<file path="config.mk">
export PLATFORM = sky130hd
export DESIGN_NAME = cms_addr
export DESIGN_NICKNAME = d
export VERILOG_FILES = /design/src/hw/rtl/cms_pkg.sv /design/src/hw/rtl/cms_addr.sv
export SDC_FILE = /design/constraint.sdc
export NUM_CORES = 1
export LEC_CHECK = 0
export BUFFER_PORTS_ARGS = -buffer_cell sky130_fd_sc_hd__buf_2
export CAP_MARGIN = 0
export CELL_PAD_IN_SITES_DETAIL_PLACEMENT = 1
export CELL_PAD_IN_SITES_GLOBAL_PLACEMENT = 1
export CORE_UTILIZATION = 50
export CTS_BUF_LIST = sky130_fd_sc_hd__clkbuf_4 sky130_fd_sc_hd__clkbuf_8 sky130_fd_sc_hd__clkbuf_16
export CTS_CLUSTER_SIZE = 40
export DETAILED_ROUTE_END_ITERATION = 6
export GPL_TIMING_DRIVEN = 0
export PLACE_DENSITY_LB_ADDON = 0.05
export SLEW_MARGIN = 20
export SYNTH_ARGS = -nofsm -noshare
export SYNTH_HDL_FRONTEND = slang
export SYNTH_SLANG_ARGS = --single-unit
</file>
<file path="constraint.sdc">
create_clock -name clk_i -period 4.2 [get_ports clk_i]
set_input_delay 0.21 -clock clk_i [delete_from_list [all_inputs] [get_ports clk_i]]
set_output_delay 0.21 -clock clk_i [all_outputs]
set_load 0.05 [all_outputs]
</file>
<file path="src/hw/rtl/cms_pkg.sv">
package cms_pkg;

  // Fixed field widths of the pixel and result channels.
  localparam int unsigned CoordWidth   = 12;
  localparam int unsigned PixWidth     = 8;
  localparam int unsigned AddrWidth    = 24;

  // Configuration port.
  localparam int unsigned CfgDataWidth = 32;
  localparam int unsigned PaddrWidth   = 3;
  localparam int unsigned SideWidth    = 13;
  localparam int unsigned IterWidth    = 7;

  localparam logic [SideWidth-1:0] SideReset = 13'd1024;
  localparam logic [IterWidth-1:0] IterReset = 7'd1;

  typedef enum logic {
    REG_SIDE_LENGTH     = 1'b0,
    REG_ITERATION_COUNT = 1'b1
  } reg_idx_e;

  // Control and pixel data that travel along with the coordinates.
  typedef struct packed {
    logic                valid;
    logic                err;
    logic [PixWidth-1:0] pix;
  } item_tag_t;

endpackage

</file>
<file path="src/hw/rtl/cms_addr.sv">
module cms_addr #(
  parameter int unsigned MAX_SIDE = 4096
) (
  input  logic                                clk_i,
  input  logic                                rst_ni,
  input  logic                                adv_i,
  input  logic [$clog2(MAX_SIDE+1)-1:0]       n_i,
  input  cms_pkg::item_tag_t                  tag_i,
  input  logic [$clog2(MAX_SIDE)-1:0]         x_i,
  input  logic [$clog2(MAX_SIDE)-1:0]         y_i,
  output cms_pkg::item_tag_t                  tag_o,
  output logic [cms_pkg::CoordWidth-1:0]      dest_x_o,
  output logic [cms_pkg::CoordWidth-1:0]      dest_y_o,
  output logic [cms_pkg::AddrWidth-1:0]       dest_addr_o
);
  import cms_pkg::*;

  localparam int unsigned CW = $clog2(MAX_SIDE);
  localparam int unsigned NW = $clog2(MAX_SIDE + 1);
  localparam int unsigned AW = CW + NW;

  item_tag_t              tag_a_q, tag_b_q;
  logic [CW-1:0]          x_a_q, y_a_q;
  logic [AW-1:0]          prod_a_q, sum_b;
  logic [CoordWidth-1:0]  x_b_q, y_b_q;
  logic [AddrWidth-1:0]   addr_b_q;

  // First stage forms the row offset, second stage adds the column.
  assign sum_b = AW'(x_a_q) + prod_a_q;

  always_ff @(posedge clk_i or negedge rst_ni) begin
    if (!rst_ni) begin
      tag_a_q <= '0;
      tag_b_q <= '0;
    end else if (adv_i) begin
      tag_a_q <= tag_i;
      tag_b_q <= tag_a_q;
    end
  end

  always_ff @(posedge clk_i) begin
    if (adv_i) begin
      x_a_q    <= x_i;
      y_a_q    <= y_i;
      prod_a_q <= AW'(y_i) * AW'(n_i);
      if (tag_a_q.err) begin
        x_b_q    <= '0;
        y_b_q    <= '0;
        addr_b_q <= '0;
      end else begin
        x_b_q    <= CoordWidth'(x_a_q);
        y_b_q    <= CoordWidth'(y_a_q);
        addr_b_q <= AddrWidth'(sum_b);
      end
    end
  end

  assign tag_o       = tag_b_q;
  assign dest_x_o    = x_b_q;
  assign dest_y_o    = y_b_q;
  assign dest_addr_o = addr_b_q;

endmodule

</file>
==> summary.txt <==
Run status
  – Status: complete, but fails checks
  – Violated checks: negative setup slack

Yosys
  – Compound-cell area share of the yosys netlist: 0.0588
  – Post-synthesis adder-cell area fraction: 0.318
  – Main combinational cell family by area after synthesis: adder cells
  – Synth warn: 0
  – Most used flip-flop cell after synthesis: edfxtp_1
  – Mapped Area: 9760 um^2
  – Synth Area in Simple Gates: 0.144
  – Post-Synthesis Cells: 925
  – Mux share of post-synthesis cell area: 0.0309
  – Mean Syn Cell Area: 10.6 um^2
  – XOR/XNOR Fraction of Synth Area: 0.0278
  – Number of synthesized flops with an enable pin: 96
  – Syn Nets: 1157
  – Seq cells post-synth: 116
  – Sequential fraction of the synthesis area: 0.347
  – Distinct cells, synth: 53
  – Synth async-reset ratio: 0.172

STA
  – Hold Vio Cnt, Final: 0
  – Slew headroom: 0.566
  – Setup violators final: 10
  – RSZ-0062 raised after global routing: true
  – Final min period: 4.51 ns
  – FMAX: 222 MHz
  – Max Slew Vio Count: 0
  – Worst-Margin Slew: 0.651 ns
  – Setup ws final: -0.307 ns
  – Period utilization: 1.07
  – Final Skew: 0.0106 ns

Setup path
  – CP arrival: 4.67 ns
  – Reg-to-reg startpoint: x_a_q[4]$_DFFE_PP_
  – Capturing point of the worst reg2reg path: dest_addr_o[21]$_SDFFCE_PP0P_
  – CP endpoint kind: register
  – CP Class: input pin to register
  – CP required: 4.36 ns
  – Worst setup SP type: input pin
  – Critical path capture point: prod_a_q[23]$_DFFE_PP_
  – Worst reg-to-reg setup slack: 1.49 ns
  – CP Max Fanout: 7
  – Critical path origin: y_i[6]
  – Worst Reg-to-Reg Cells: 8

Route
  – DR vias: 7367
  – Routed vias/inst: 5.31
  – DR WL/cell: 20.4 um
  – Final WL: 28400 um
  – 1st-iter DRT viols: 268
  – First-pass iteration count of the detailed router: 4
  – Drc violations: 0
  – DRT antenna net count: 0

Pwr
  – Switching part of the total: 0.443
  – P_leak: 5.79 nW
  – Combinational power share: 0.688
  – PwrDens: 848 nW/um^2
  – Switching Power: 0.00475 W
  – Sequential fraction of design power: 0.172
  – Clock share of power: 0.140
  – Peak VDD IR: 0.588 mV
  – Int Power: 0.00597 W

CTS
  – Clk pin slew, worst setup/hold paths: 0.06 ns
  – Sinks on the clock net: 116
  – CTS tree: done
  – CTS H-tree depth: 4
  – Root Driver: clkbuf_16
  – Clk_lat worst skew: 0.42 ns
  – Clk buf depth: 2
  – Total CTS buffers: 17

Layout
  – FILL cells: 2009
  – Layout net count: 1347
  – Area growth syn-to-layout: 29.5%
  – Multi-input logic area: 6090 um^2
  – Layout cells sized above 1: 0.285
  – Diodes inserted: 0
  – Design Area, Final: 12600 um^2
  – Seq. cell area: 3380 um^2

Placement
  – GPL Wtd Cong: 0.848
  – Post-Place Setup Slack: -0.969 ns
  – IO buf count: 107
  – Hpwl dp: 20000 um
  – Cell Area, Placed: 10900 um^2

Floorplanning
  – Top-Level Pins: 108
  – Die ar.: 20100 um^2
  – Rows: 50
  – Starting Density: 0.517
  – Die Span Y: 142 um
  – Core area: 18900 um^2
  – Die W: 142 um

Global route
  – First-pass GRT wire length: 43200 um
  – Grt ovf: 0
  – Pin count of the biggest net entering global routing: 56
  – Initial antenna violation count: 0
  – Vias in the first global route: 8025
  – Gr usage total: 0.286

Worst hold path
  – Hold Path Class: input pin to register

Flow run
  – Max-cap violations: 0
what timing repair did:
action                     CTS  global route
setup endpoints to repair   14            14
pin swaps                   37            49
hold endpoints to repair    34             0
cloned                       0             1
resized for setup           93            60
buffers inserted            45            16
hold buffers                15             0
worst max-delay path, stage by stage:
cell       delay, ns
buf_8           0.10
clkbuf_16       0.15
and2_4          0.14
fa_1            0.54
inv_2           0.05
fa_2            0.52
inv_2           0.04
fa_2            0.34
fa_1            0.52
inv_1           0.06
fa_1            0.51
inv_2           0.06
ha_4            0.29
buf_4           0.14
o211ai_1        0.11
nand2_1         0.15
o211ai_1        0.11
buf_4           0.17
and2_4          0.18
o31ai_4         0.17
xnor2_1         0.10
cell usage in the layout (no fill, tap or decap), drive strengths merged, types with 35 or more instances in the layout:
cell    netlist  layout
inv         156     156
clkbuf       34      40
and2         57      57
fa          110     110
nor2b        35      35
buf           2     169
ha           72      72
nand2       122     122
edfxtp       96      96
a21oi        39      39
routing by layer:
layer,track usage,part of all wire,wire length [um]
met1,0.357,0.41,11700
met3,0.0317,0.035,985
met2,0.514,0.53,15000
met5,0,0,0
met4,0.0973,0.025,705
cells in the mapped netlist (2+ instances only):
cell / instances / area [um^2]
a21oi_1: 37 / 185
a21o_1: 3 / 22.5
nor3_1: 3 / 15.0
a21boi_1: 3 / 22.5
o21ai_1: 7 / 35.0
nor2b_1: 35 / 219
ha_1: 72 / 901
nor2_1: 32 / 120
clkbuf_1: 34 / 128
edfxtp_1: 96 / 2880
o211ai_1: 6 / 45.0
nand2b_1: 4 / 25.0
xnor2_1: 22 / 193
nand2_1: 122 / 458
and3_1: 2 / 12.5
or3_1: 6 / 37.5
o21a_1: 3 / 22.5
mux2_2: 20 / 225
dfrtp_1: 20 / 500
o21ai_0: 15 / 75.1
mux2i_1: 2 / 20.0
nand4_1: 5 / 31.3
fa_1: 110 / 2200
o21bai_1: 2 / 15.0
and2_1: 56 / 350
xor2_1: 9 / 78.8
nand3_1: 14 / 70.1
inv_1: 156 / 586
mux2_1: 5 / 56.3
power groups by stage:
stage / logic (W) / registers (W) / clock network (W)
after floorplan: 0.00360 / 0.00214 / 0
after global placement: 0.00490 / 0.00184 / 0
after detailed placement: 0.00515 / 0.00186 / 0
after CTS: 0.00609 / 0.00184 / 0.00151
after global routing: 0.00790 / 0.00187 / 0.00155
final: 0.00738 / 0.00184 / 0.00150
flip-flops by register name (all words and copies together), names as in the netlist:
register and count:
dest_addr_o 24, prod_a_q 24, dest_x_o 12, dest_y_o 12
x_a_q 12, y_a_q 12, tag_a_q 10, tag_o 10
final cells by class:
class / instances / share of cell area
multi-input combinational: 617 / 0.481
inverter: 156 / 0.0463
clock inverter: 15 / 0.0149
timing repair buffer: 176 / 0.100
buffer: 31 / 0.0303
clock buffer: 17 / 0.0336
tap: 260 / 0.0257
sequential: 116 / 0.268
kinds of logic (layout without fill, tap and decap cells):
kind of cell / count (synthesis) / count (layout)
and+or+nand+nor: 286 / 286
buffers and inverters: 192 / 395
adders and majority gates: 182 / 182
DFF: 116 / 116
AOI/OAI and AO/OA: 91 / 91
xor gates and xnor gates: 31 / 31
muxes: 27 / 27
metrics by stage:
stage,instances,total power [W],utilization,hold WS (ns),TNS [ns]
2_1_floorplan,925,0.00574,-,-0.0856,-1.77
3_5_place_dp,1293,0.00701,0.576,0.190,-11.08
6_report,1388,0.0107,0.669,0.0112,-2.07
4_1_cts,1375,0.00944,0.653,0.000906,-1.33
3_3_place_gp,1292,0.00674,0.574,0.176,-10.11
5_1_grt,1388,0.0113,0.669,0.00895,-3.09
worst min-delay path by stage:
stage	from	end	slack (ns)	cells after the start
final	y_i[3]	y_a_q[3]$_DFFE_PP_	0.01	1
after detailed placement	rst_ni	tag_o[8]$_DFFE_PN0P_	0.19	1
after global routing	y_i[3]	y_a_q[3]$_DFFE_PP_	0.009	1
after CTS	y_i[3]	y_a_q[3]$_DFFE_PP_	0.0009	1
after floorplan	rst_ni	tag_a_q[0]$_DFFE_PN0P_	-0.09	0
after global placement	rst_ni	tag_o[9]$_DFFE_PN0P_	0.18	1
(Power assumes the default switching activity.)
