## config.mk

```make
export PLATFORM = sky130hd
export DESIGN_NAME = cms_cfg
export DESIGN_NICKNAME = d
export VERILOG_FILES = /design/src/hw/rtl/cms_pkg.sv /design/src/hw/rtl/cms_cfg.sv
export SDC_FILE = /design/constraint.sdc
export NUM_CORES = 1
export LEC_CHECK = 0
export BUFFER_PORTS_ARGS = -buffer_cell sky130_fd_sc_hd__buf_2
export CAP_MARGIN = 40
export CORE_ASPECT_RATIO = 0.8
export CORE_UTILIZATION = 40
export CTS_CLUSTER_SIZE = 14
export DETAILED_ROUTE_END_ITERATION = 7
export PLACE_DENSITY_LB_ADDON = 0.1
export SYNTH_ARGS = -nofsm -noshare
export SYNTH_HDL_FRONTEND = slang
export SYNTH_SLANG_ARGS = --single-unit
```

## constraint.sdc

```tcl
create_clock -name clk_i -period 1.6 [get_ports clk_i]
set_input_delay 0.16 -clock clk_i [delete_from_list [all_inputs] [get_ports clk_i]]
set_output_delay 0.16 -clock clk_i [all_outputs]
set_load 0.01 [all_outputs]
```

## src/hw/rtl/cms_pkg.sv

```systemverilog
package cms_pkg;

  // Fixed field widths of the pixel and result channels.
  localparam int unsigned CoordWidth   = 12;
  localparam int unsigned PixWidth     = 8;
  localparam int unsigned AddrWidth    = 24;

  // Configuration port.
  localparam int unsigned CfgDataWidth = 32;
  localparam int unsigned PaddrWidth   = 3;
  localparam int unsigned SideWidth    = 13;
  localparam int unsigned IterWidth    = 7;

  localparam logic [SideWidth-1:0] SideReset = 13'd1024;
  localparam logic [IterWidth-1:0] IterReset = 7'd1;

  typedef enum logic {
    REG_SIDE_LENGTH     = 1'b0,
    REG_ITERATION_COUNT = 1'b1
  } reg_idx_e;

  // Control and pixel data that travel along with the coordinates.
  typedef struct packed {
    logic                valid;
    logic                err;
    logic [PixWidth-1:0] pix;
  } item_tag_t;

endpackage

```

## src/hw/rtl/cms_cfg.sv

```systemverilog
module cms_cfg #(
  parameter int unsigned MAX_SIDE = 4096,
  parameter int unsigned MAX_ITER = 64
) (
  input  logic                                 clk_i,
  input  logic                                 rst_ni,
  input  logic                                 psel,
  input  logic                                 penable,
  input  logic                                 pwrite,
  input  logic [cms_pkg::PaddrWidth-1:0]       paddr,
  input  logic [cms_pkg::CfgDataWidth-1:0]     pwdata,
  output logic [cms_pkg::CfgDataWidth-1:0]     prdata,
  output logic                                 pready,
  output logic [$clog2(MAX_SIDE+1)-1:0]        n_eff_o,
  output logic [$clog2(MAX_ITER+1)-1:0]        k_eff_o
);
  import cms_pkg::*;

  localparam int unsigned NW = $clog2(MAX_SIDE + 1);
  localparam int unsigned KW = $clog2(MAX_ITER + 1);

  logic [SideWidth-1:0] side_q;
  logic [IterWidth-1:0] iter_q;
  logic                 wr_en;
  reg_idx_e             idx;

  assign pready = 1'b1;
  assign wr_en  = psel & penable & pwrite & pready;
  assign idx    = reg_idx_e'(paddr[2]);

  always_ff @(posedge clk_i or negedge rst_ni) begin
    if (!rst_ni) begin
      side_q <= SideReset;
      iter_q <= IterReset;
    end else if (wr_en) begin
      unique case (idx)
        REG_SIDE_LENGTH:     side_q <= pwdata[SideWidth-1:0];
        REG_ITERATION_COUNT: iter_q <= pwdata[IterWidth-1:0];
        default:             side_q <= side_q;
      endcase
    end
  end

  always_comb begin
    unique case (idx)
      REG_SIDE_LENGTH:     prdata = CfgDataWidth'(side_q);
      REG_ITERATION_COUNT: prdata = CfgDataWidth'(iter_q);
      default:             prdata = '0;
    endcase
  end

  // A side of zero acts as one; sides and counts beyond the build limits saturate.
  always_comb begin
    if (side_q == '0) begin
      n_eff_o = NW'(1);
    end else if (32'(side_q) > 32'(MAX_SIDE)) begin
      n_eff_o = NW'(MAX_SIDE);
    end else begin
      n_eff_o = NW'(side_q);
    end
    if (32'(iter_q) > 32'(MAX_ITER)) begin
      k_eff_o = KW'(MAX_ITER);
    end else begin
      k_eff_o = KW'(iter_q);
    end
  end

endmodule

```

==> flow_results.xml <==
<?xml version="1.0" encoding="UTF-8"?>
<metrics>
  <group name="run_status">
    <metric name="run_status" unit="">completed</metric>
  </group>
  <group name="setup_path">
    <metric name="critical-path-slowest-cell" unit="">sky130_fd_sc_hd__dfrtp_1</metric>
    <metric name="crit_chain" unit="">nor4_2, a32o_1, buf_2</metric>
    <metric name="crit_arrival" unit="ps">1350</metric>
    <metric name="critical_path.n_buffers_inverters" unit="">1</metric>
    <metric name="critical_path_class" unit="">register to primary output</metric>
    <metric name="cp_data_required_time" unit="ps">1440</metric>
    <metric name="critical_path.reg2reg.endpoint" unit="">side_q[12]</metric>
    <metric name="worst_r2r_path_depth" unit="">2</metric>
    <metric name="max_stage_delay" unit="ps">430</metric>
    <metric name="worst-r2r-setup-slack" unit="ps">650</metric>
    <metric name="delay_heaviest_family_cp" unit="">flip-flops</metric>
    <metric name="timing.critical_path.fanout_max" unit="">4</metric>
    <metric name="worstSetupStartpointType" unit="">register</metric>
    <metric name="worst_setup_path_end_kind" unit="">primary output</metric>
    <metric name="regToRegStartpoint" unit="">side_q[12]</metric>
  </group>
  <group name="min_path">
    <metric name="timing.hold.worst_endpoint" unit="">side_q[10]</metric>
    <metric name="hold_path.startpoint" unit="">pwdata[10]</metric>
    <metric name="holdCritPathClass" unit="">primary input to register</metric>
    <metric name="hold_path_depth" unit="">2</metric>
  </group>
  <group name="clock_tree">
    <metric name="cts_tree" unit="">built</metric>
    <metric name="clock_insertion_delay_worst_skew" unit="ps">250</metric>
    <metric name="htree_levels" unit="">1</metric>
    <metric name="maximum_number_of_buffers_from_clock_root_to_sink" unit="">2</metric>
    <metric name="clk_transition_reported_paths" unit="ps">80</metric>
    <metric name="clock-root-buffer" unit="">sky130_fd_sc_hd__clkbuf_8</metric>
    <metric name="tritoncts_num_sinks" unit="">20</metric>
    <metric name="post_cts_setup_buffers" unit="">0</metric>
    <metric name="cts_buffers" unit="">3</metric>
  </group>
  <group name="global_route">
    <metric name="first_global_vias" unit="">717</metric>
    <metric name="grt_pass1_wl" unit="um">3753</metric>
    <metric name="gr-total-overflow" unit="">0</metric>
    <metric name="grt_start_max_net_pins" unit="">21</metric>
    <metric name="antenna_violations_before_repair" unit="">0</metric>
    <metric name="grt_usage" unit="">0.1502</metric>
  </group>
  <group name="die">
    <metric name="die_y" unit="um">52.03</metric>
    <metric name="effective_utilization_at_floorplan" unit="">0.4357</metric>
    <metric name="core_area" unit="mm^2">0.002872</metric>
    <metric name="io_pins" unit="">93</metric>
    <metric name="num_rows" unit="">17</metric>
    <metric name="fp.dieW" unit="um">64.53</metric>
    <metric name="dieArea" unit="mm^2">0.003357</metric>
  </group>
  <group name="layout">
    <metric name="layout.nets" unit="">196</metric>
    <metric name="regArea" unit="um^2">503.0</metric>
    <metric name="fillerInstances" unit="">268</metric>
    <metric name="area.growth.synth_to_final" unit="%">21.40</metric>
    <metric name="final_common_cell" unit="">sky130_fd_sc_hd__buf_2</metric>
    <metric name="antenna_cells_inserted" unit="">0</metric>
    <metric name="multiInputGateArea" unit="um^2">629.4</metric>
    <metric name="final_layout_size_suffix_gt1_frac" unit="">0.5742</metric>
    <metric name="layout.cells.most_common_list" unit="">sky130_fd_sc_hd__buf_2, sky130_fd_sc_hd__nor2b_1, sky130_fd_sc_hd__conb_1</metric>
  </group>
  <group name="timing">
    <metric name="setup_tns" unit="ps">0</metric>
    <metric name="unrepaired_setup_endpoints_after_global_routing" unit="">false</metric>
    <metric name="report.final.slew_viol_count" unit="">0</metric>
    <metric name="hold_ws" unit="ps">131.0</metric>
    <metric name="setup_failing_eps_final" unit="">0</metric>
    <metric name="max_freq" unit="MHz">664.4</metric>
    <metric name="timing.clock.skew" unit="ps">0</metric>
    <metric name="period_utilization_post_route" unit="">0.9407</metric>
    <metric name="layout_min_cycle_time" unit="ps">1505</metric>
    <metric name="final-hold-violation-count" unit="">0</metric>
  </group>
  <group name="pwr">
    <metric name="total_leakage_power" unit="uW">0.0008186</metric>
    <metric name="irDropWorstVdd" unit="mV">0.6022</metric>
    <metric name="pwr_density_cell" unit="mW/mm^2">1163</metric>
    <metric name="internal_power" unit="uW">1203</metric>
    <metric name="combPwrFrac" unit="">0.367</metric>
    <metric name="power.net_switching" unit="uW">562.9</metric>
    <metric name="power_frac_seq" unit="">0.418</metric>
    <metric name="netSwitchingFraction" unit="">0.3187</metric>
    <metric name="clock_power_share" unit="">0.215</metric>
  </group>
  <group name="detailed_routing">
    <metric name="detail_routed_via_count_per_cell" unit="">4.389</metric>
    <metric name="routed_wl" unit="um">2376</metric>
    <metric name="via_count" unit="">847</metric>
    <metric name="postRouteAntennaNets" unit="">0</metric>
    <metric name="drt_iter0_markers" unit="">41</metric>
    <metric name="drt_pass1_iterations" unit="">2</metric>
    <metric name="routedWlPerCell" unit="um">12.31</metric>
    <metric name="drc_errors" unit="">0</metric>
  </group>
  <group name="placement">
    <metric name="routabilityCongestion" unit="">0.7274</metric>
    <metric name="hpwlAfterDp" unit="um">1808</metric>
    <metric name="port_buffers" unit="">51</metric>
  </group>
  <group name="synth">
    <metric name="synth.yosys.warnings" unit="">0</metric>
    <metric name="synth_top_cells_by_area" unit="">sky130_fd_sc_hd__dfrtp_1, sky130_fd_sc_hd__mux2_2, sky130_fd_sc_hd__buf_4</metric>
    <metric name="synthesis.area" unit="mm^2">0.001251</metric>
    <metric name="post_synth_inst_count" unit="">105</metric>
    <metric name="yosys.cell_types.count" unit="">16</metric>
    <metric name="syn-mean-instance-area" unit="um^2">11.92</metric>
    <metric name="ys_seq_elements" unit="">20</metric>
    <metric name="yosysSeqAreaShare" unit="">0.4020</metric>
    <metric name="yosysTopAreaCell" unit="">sky130_fd_sc_hd__dfrtp_1</metric>
    <metric name="yosysTopAreaCellShare" unit="">0.3600</metric>
  </group>
  <group name="flow_run">
    <metric name="max-cap-violations" unit="">0</metric>
  </group>
</metrics>
-- registers in the layout (all words and copies together) (netlist names) --
signal and count:
iter_q 7, side_q 13
-- worst max path at each step --
| stage | startpoint | end | slack (ps) | depth (start not counted) |
|---|---|---|---|---|
| 6_report | side_q[1] | n_eff_o[0] | 90 | 3 |
| 5_1_grt | side_q[1] | n_eff_o[0] | 20 | 3 |
| 4_1_cts | side_q[1] | n_eff_o[0] | 50 | 3 |
| 3_5_place_dp | paddr[2] | iter_q[4] | 300 | 4 |
| 3_3_place_gp | paddr[2] | iter_q[1] | 320 | 4 |
| 2_1_floorplan | side_q[12] | n_eff_o[0] | 540 | 2 |
-- worst register-to-register path, cell delays in order, from the launching register on --
cell                      delay (ps)
sky130_fd_sc_hd__dfrtp_1         380
sky130_fd_sc_hd__buf_4           180
sky130_fd_sc_hd__mux2_4          270
-- layout make-up --
class,count,area share
multi-input combinational,76,0.4143
sequential,20,0.3311
timing repair buffer,54,0.1845
clock buffer,4,0.03624
tap,38,0.03130
inverter,1,0.002471
-- cells by family (layout without fill, tap and decap cells) --
logic type,after synthesis,in the layout,synth area share
buffers and inverters,27,59,0.1540
AND/OR/NAND/NOR,28,28,0.1570
multiplexers,27,27,0.2730
AO/OA/AOI/OAI,1,1,0.008000
other,2,20,0.006002
flip-flops,20,20,0.4020
-- Yosys cell counts (all sizes together) --
cell type,count
nand4,1
nor4,3
clkbuf,3
buf,23
inv,1
nor2,1
dfstp,2
conb,2
nand4b,1
mux2,27
a32o,1
dfrtp,18
nor2b,22
-- power by group through the flow --
stage	Sequential, uW	Combinational (uW)	Clock (uW)
after floorplan	706	468	0
after global placement	738	645	0
after detailed placement	745	652	0
after CTS	736	657	391
after global routing	760	710	412
final	738	648	380
-- what timing repair did --
| item | CTS | global route |
|---|---|---|
| hold buffers | 1 | 0 |
| hold endpoints to repair | 18 | 0 |
| resized for setup | 0 | 1 |
| endpoints found under the setup margin | 0 | 1 |
-- routing by layer --
layer | global-route usage | wire length, um | part of all wire | up-vias
li1 | - | - | - | 407
met1 | 0.2158 | 1137 | 0.48 | 396
met2 | 0.2175 | 1030 | 0.43 | 42
met3 | 0.06140 | 200 | 0.084 | 2
met4 | 0.01111 | 7 | 0.0029 | 0
met5 | 0 | 0 | 0 | -
-- metrics by stage --
step	worst slack (ps)	std cells	total power, uW	util	instance area [um^2]
global route	23.05	193	1882	0.5290	1519
CTS	51.80	193	1783	0.5268	1513
finish	94.90	193	1766	0.5290	1519
floorplan	539.6	123	1174	-	1319
detailed placement	303.7	188	1396	0.5041	1448
global placement	324.2	188	1384	0.5041	1448
Power figures use the tool's default switching activity.
