===== config.mk =====
export PLATFORM = sky130hd
export DESIGN_NAME = cms_cell
export DESIGN_NICKNAME = d
export VERILOG_FILES = /design/src/hw/rtl/cms_pkg.sv /design/src/hw/rtl/cms_cell.sv
export SDC_FILE = /design/constraint.sdc
export NUM_CORES = 1
export LEC_CHECK = 0
export BUFFER_PORTS_ARGS = -buffer_cell sky130_fd_sc_hd__buf_2
export CAP_MARGIN = 20
export CORE_ASPECT_RATIO = 2
export CORE_MARGIN = 4
export CORE_UTILIZATION = 55
export DETAILED_ROUTE_END_ITERATION = 7
export PLACE_DENSITY_LB_ADDON = 0.1
export SYNTH_ARGS = -nofsm -noshare
export SYNTH_HDL_FRONTEND = slang
export SYNTH_SLANG_ARGS = --single-unit

===== constraint.sdc =====
create_clock -name clk_i -period 1.1 [get_ports clk_i]
set_input_delay 0.165 -clock clk_i [delete_from_list [all_inputs] [get_ports clk_i]]
set_output_delay 0.165 -clock clk_i [all_outputs]
set_load 0.01 [all_outputs]

===== src/hw/rtl/cms_pkg.sv =====
package cms_pkg;

  // Fixed field widths of the pixel and result channels.
  localparam int unsigned CoordWidth   = 12;
  localparam int unsigned PixWidth     = 8;
  localparam int unsigned AddrWidth    = 24;

  // Configuration port.
  localparam int unsigned CfgDataWidth = 32;
  localparam int unsigned PaddrWidth   = 3;
  localparam int unsigned SideWidth    = 13;
  localparam int unsigned IterWidth    = 7;

  localparam logic [SideWidth-1:0] SideReset = 13'd1024;
  localparam logic [IterWidth-1:0] IterReset = 7'd1;

  typedef enum logic {
    REG_SIDE_LENGTH     = 1'b0,
    REG_ITERATION_COUNT = 1'b1
  } reg_idx_e;

  // Control and pixel data that travel along with the coordinates.
  typedef struct packed {
    logic                valid;
    logic                err;
    logic [PixWidth-1:0] pix;
  } item_tag_t;

endpackage


===== src/hw/rtl/cms_cell.sv =====
module cms_cell #(
  parameter int unsigned MAX_SIDE = 4096,
  parameter int unsigned MAX_ITER = 64,
  parameter int unsigned IDX      = 0
) (
  input  logic                            clk_i,
  input  logic                            rst_ni,
  input  logic                            adv_i,
  input  logic [$clog2(MAX_SIDE+1)-1:0]   n_i,
  input  logic [$clog2(MAX_ITER+1)-1:0]   k_i,
  input  cms_pkg::item_tag_t              tag_i,
  input  logic [$clog2(MAX_SIDE)-1:0]     x_i,
  input  logic [$clog2(MAX_SIDE)-1:0]     y_i,
  output cms_pkg::item_tag_t              tag_o,
  output logic [$clog2(MAX_SIDE)-1:0]     x_o,
  output logic [$clog2(MAX_SIDE)-1:0]     y_o
);
  import cms_pkg::*;

  localparam int unsigned CW = $clog2(MAX_SIDE);
  localparam int unsigned SW = CW + 2;
  localparam int unsigned KW = $clog2(MAX_ITER + 1);

  logic [SW-1:0] nn, sx, sx1, sx2, sy, sy1;
  logic          apply;
  item_tag_t     tag_q;
  logic [CW-1:0] x_q, y_q, x_d, y_d;

  // One step of the map; both sums stay below three times the side.
  always_comb begin
    nn    = SW'(n_i);
    sx    = (SW'(x_i) << 1) + SW'(y_i);
    sx1   = (sx >= nn) ? sx - nn : sx;
    sx2   = (sx1 >= nn) ? sx1 - nn : sx1;
    sy    = SW'(x_i) + SW'(y_i);
    sy1   = (sy >= nn) ? sy - nn : sy;
    apply = tag_i.valid && !tag_i.err && (k_i > KW'(IDX));
    x_d   = apply ? CW'(sx2) : x_i;
    y_d   = apply ? CW'(sy1) : y_i;
  end

  always_ff @(posedge clk_i or negedge rst_ni) begin
    if (!rst_ni) begin
      tag_q <= '0;
    end else if (adv_i) begin
      tag_q <= tag_i;
    end
  end

  always_ff @(posedge clk_i) begin
    if (adv_i) begin
      x_q <= x_d;
      y_q <= y_d;
    end
  end

  assign tag_o = tag_q;
  assign x_o   = x_q;
  assign y_o   = y_q;

endmodule


==> results of run 1 <==
Yosys cell counts (all sizes together), types with 6 or more instances:
master,number
inv,25
edfxtp,24
nand2,13
a21oi,52
and2,9
xor2,13
nand3,6
o21ai,30
clkbuf,6
o21a,12
nor2,52
ha,62
mux2,21
xnor2,31
dfrtp,10
a21o,14
mux2i,20
nor3,12
nor2b,9
a211oi,7
o211ai,7
or3,7
layer usage:
| layer | GRT overflow | track usage |
|---|---|---|
| met4 | 214 | 1.16 |
| met1 | 10 | 0.841 |
| met5 | 0 | 0.111 |
| met3 | 4 | 0.652 |
| met2 | 980 | 1.47 |
metrics by stage:
stage               TNS (ns)  cell area, um^2  utilization  instances  hold slack, ns
floorplan             -71.02             4610            -        507          -0.131
global placement      -86.91             6500        0.819        862          0.0347
detailed placement    -88.77             6500        0.819        862          0.0449
CTS                   -78.16             7390        0.930        901           0.110
logic make-up after synthesis:
kind of cell	after synthesis	share of synthesized area
AO/OA/AOI/OAI	156	0.225
AND/OR/NAND/NOR	130	0.146
adder cells (fa/ha/maj)	67	0.195
XOR/XNOR	44	0.0860
multiplexers	41	0.0991
buffers and inverters	35	0.0324
flip-flops	34	0.217
repair_timing:
item	CTS
hold buffers	1
buffers inserted	27
pin swaps	26
resized for setup	79
endpoints found under the hold margin	10
gates cloned	3
setup endpoints to repair	24
==> impl_metrics.env, run 1 <==
export IMPL_status="stopped before the end"
export IMPL_lastStage="global routing (5_1_grt)"
export IMPL_tool_error="[ERROR GRT-0232] Routing congestion too high. Check the congestion heatmap in the GUI."
export IMPL_synth_main_ff_cell="edfxtp_1"
export IMPL_synth_top_area_share=0.173
export IMPL_synth_distinct_cells=57
export IMPL_initial_core_util=0.564
export IMPL_die_h_um=136
export IMPL_clkSinkCount=34
export IMPL_synth_edff_count=24
export IMPL_cts_buffer_depth=2
export IMPL_synth_top_cell_by_area="ha_1"
export IMPL_rows=46
export IMPL_die_width_um=71.8
export IMPL_endpoint_type="register input"
export IMPL_cts_root_buf="clkbuf_16"
export IMPL_htreeDepth=2
export IMPL_num_io_pins=91
export IMPL_grt_total_usage=1.01
export IMPL_ys_seq_area_frac=0.217
export IMPL_synth_seq_cells=34
export IMPL_netlist_area_um2=4480
export IMPL_dp_hpwl_um=14000
export IMPL_grt_overflow=1208
export IMPL_grt_max_degree=36
export IMPL_synth_area_leaders="ha_1 (17%), edfxtp_1 (16%), xnor2_1 (6.1%), a21oi_1 (5.8%), dfrtp_1 (5.6%)"
export IMPL_pre_cts_slack_ns=-4.62
export IMPL_cts_buffers=5
export IMPL_avgSynthCellArea_um2=8.84
export IMPL_async_flop_share=0.294
export IMPL_syn_inst=507
export IMPL_synth_nets=631
export IMPL_worstEndpointGrtRepair="x_o[2]$_DFFE_PP_/D"
export IMPL_yosysWarnings=0
export IMPL_gp_congestion=0.966
export IMPL_port_buffers=90
==> run 2, diff against run 1 <==
--- a/config.mk
+++ b/config.mk
@@ -7,11 +7,10 @@
 export LEC_CHECK = 0
 export BUFFER_PORTS_ARGS = -buffer_cell sky130_fd_sc_hd__buf_2
 export CAP_MARGIN = 20
-export CORE_ASPECT_RATIO = 2
 export CORE_MARGIN = 4
-export CORE_UTILIZATION = 55
+export CORE_UTILIZATION = 40
 export DETAILED_ROUTE_END_ITERATION = 7
-export PLACE_DENSITY_LB_ADDON = 0.1
+export PLACE_DENSITY_LB_ADDON = 0.15
 export SYNTH_ARGS = -nofsm -noshare
 export SYNTH_HDL_FRONTEND = slang
 export SYNTH_SLANG_ARGS = --single-unit
==> run 2 against run 1 <==
Net effect: the flow now finishes, with violations (setup timing); synthesized cell count is the same; area after synthesis is the same.
==> impl_metrics.env, run 2 <==
export IMPL_status="finished, violations left"
export IMPL_violations="setup timing"
export IMPL_synth_seq_cells=34
export IMPL_powerDensity_nw_per_um2=1700
export IMPL_cts_root_buf="clkbuf_8"
export IMPL_synth_adder_area_share=0.195
export IMPL_avgSynthCellArea_um2=8.84
export IMPL_setup_viol=24
export IMPL_multiInputGateArea_um2=3660
export IMPL_htreeDepth=2
export IMPL_path_max_fanout=7
export IMPL_synth_nets=631
export IMPL_synth_compound_area_frac=0.225
export IMPL_cts_buffer_depth=2
export IMPL_drt_wl_total_um=15200
export IMPL_yosys_cell_count_top_type="ha_1"
export IMPL_antenna_left=0
export IMPL_muxShareOfSynthArea=0.0991
export IMPL_cp_required_ns=1.16
export IMPL_netlist_area_um2=4480
export IMPL_synth_common_cells="ha_1 (62), a21oi_1 (52), nor2_1 (52)"
export IMPL_timing_worst_setup_path_type="primary input to flop"
export IMPL_clock_latency_ns=0.29
export IMPL_async_flop_share=0.294
export IMPL_rows=38
export IMPL_final_cell_area_um2=7100
export IMPL_num_io_pins=91
export IMPL_max_freq_ghz=0.192
export IMPL_synth_main_ff_cell="edfxtp_1"
export IMPL_syn_inst=507
export IMPL_seqCellArea_um2=971
export IMPL_wl_per_cell_um=16.3
export IMPL_cts_tree="yes"
export IMPL_initial_core_util=0.412
export IMPL_tightest_slew_ns=0.494
export IMPL_cp_data_arrival_time_ns=5.27
export IMPL_layout_common_cells="buf_4 (185), buf_2 (87), ha_1 (55), nor2_1 (50), a21oi_1 (43)"
export IMPL_first_global_vias=5017
export IMPL_ys_seq_area_frac=0.217
export IMPL_placed_area_um2=6520
export IMPL_synth_xor_area_frac=0.0860
export IMPL_drtPass1Iterations=5
export IMPL_fin_ws_ns=-4.11
export IMPL_synth_top_cell_by_area="ha_1"
export IMPL_synth_top_family_by_area="compound AO/OA/AOI/OAI gates"
export IMPL_coreArea_um2=10900
export IMPL_synth_distinct_cells=57
export IMPL_cts_buffers=5
export IMPL_fin_crit_sh=4.74
export IMPL_fin_crit_ns=5.21
export IMPL_grt_pass1_wl_um=24000
export IMPL_finClkSkew_ns=0
export IMPL_dp_hpwl_um=12500
export IMPL_holdCritPathClass="primary input to flop"
export IMPL_die_width_um=114
export IMPL_synth_edff_count=24
export IMPL_nFillCells=935
export IMPL_diodes=0
export IMPL_peakVddDrop_uv=944
export IMPL_max_stage_delay_ns=0.39
export IMPL_clkSinkCount=34
export IMPL_die_h_um=114
export IMPL_pre_cts_slack_ns=-4.64
export IMPL_antenna_found_initial=0
export IMPL_grt_overflow=0
export IMPL_drt_initial_drc_count=230
export IMPL_p_leak_uw=0.00340
export IMPL_dieArea_um2=13000
export IMPL_grt_total_usage=0.231
export IMPL_cp_start_kind="primary input"
export IMPL_end_kind="flop"
export IMPL_vias_per_cell=5.25
export IMPL_finalHoldViolations=0
export IMPL_area_growth_pct=58.5
export IMPL_mostFrequentLayoutCell="buf_4"
export IMPL_clk_pin_slew_worst_paths_ns=0.08
export IMPL_nets=917
export IMPL_grt_max_degree=21
export IMPL_rsz0062_at_grt="true"
export IMPL_cp_slowest_cell="fa_2"
export IMPL_synth_top_area_share=0.173
export IMPL_total_power_uw=12000
export IMPL_post_route_drc_count=0
export IMPL_vias=4900
export IMPL_slew_viol_final=0
export IMPL_yosysWarnings=0
export IMPL_synth_simple_gate_area_share=0.146
export IMPL_port_buffers=90
export IMPL_drive_gt1_frac=0.470
export IMPL_synth_area_leaders="ha_1 (17%), edfxtp_1 (16%), xnor2_1 (6.1%), a21oi_1 (5.8%), dfrtp_1 (5.6%)"
export IMPL_slew_headroom=0.667
export IMPL_gp_congestion=0.869
export IMPL_maxCapViolations=0
## run 2: cell counts after synthesis
No cell type changed its count.
## run 2: repair_timing
action,CTS,global route
setup endpoints to repair,24,24
resized for setup,33,15
pin swaps,30,23
cloned,1,0
hold buffers,1,0
setup buffers,15,12
endpoints found under the hold margin,10,0
## run 2: per-layer routing
layer,wire (um),vias up,share of wire,track usage
met1,6670,2260,0.44,0.292
met3,760,29,0.050,0.0334
met5,0,-,0,0
met2,7370,144,0.48,0.405
met4,423,0,0.028,0.0736
li1,-,2467,-,-
## run 2: cells by family after synthesis
logic type,Yosys count
AOI/OAI and AO/OA,156
and+or+nand+nor,130
adders and majority gates,67
xor gates and xnor gates,44
muxes,41
buffers and inverters,35
DFF,34
## run 2: power breakdown
group	switching (uW)	internal, uW
logic	4170	4890
registers	63.9	1600
clock network	593	728
## run 2: cell type report
| class | instances | share of cell area |
|---|---|---|
| tap | 140 | 0.0247 |
| sequential | 34 | 0.137 |
| clock inverter | 1 | 0.00123 |
| timing repair buffer | 289 | 0.292 |
| multi-input combinational | 438 | 0.515 |
| clock buffer | 7 | 0.0167 |
| inverter | 25 | 0.0132 |
## run 2: metrics by stage
step	std cells	hold WS (ns)	util	TNS, ns
2_1_floorplan	507	-0.131	-	-71.02
6_report	934	0.0992	0.652	-77.74
4_1_cts	924	0.0964	0.641	-77.03
5_1_grt	934	0.0946	0.652	-82.17
3_3_place_gp	899	0.0277	0.599	-83.15
3_5_place_dp	899	0.0341	0.599	-86.41
## run 2: worst max-delay path, delay by kind of cell
kind	cells	cell delay, ns
compound gates	12	1.86
fa+ha+maj	5	1.42
simple gates	4	0.72
mux	2	0.57
buf+inv	3	0.32
xor+xnor	1	0.21
## run 2: path summary, 6_finish.rpt
check                           depth (start not counted)  startpoint        to  slack (ns)
worst min-delay path                                    2    tag_i[2]  tag_o[2]         0.1
worst max-delay path                                   27      x_i[0]    x_o[2]       -4.11
worst min register to register                          1    tag_o[6]  tag_o[6]        0.51
min in group asynchronous                               2      rst_ni  tag_o[6]        0.25
max in group asynchronous                               2      rst_ni  tag_o[1]        0.67
worst max register to register                          1    tag_o[1]  tag_o[1]        0.34
Power figures use the tool's default switching activity.
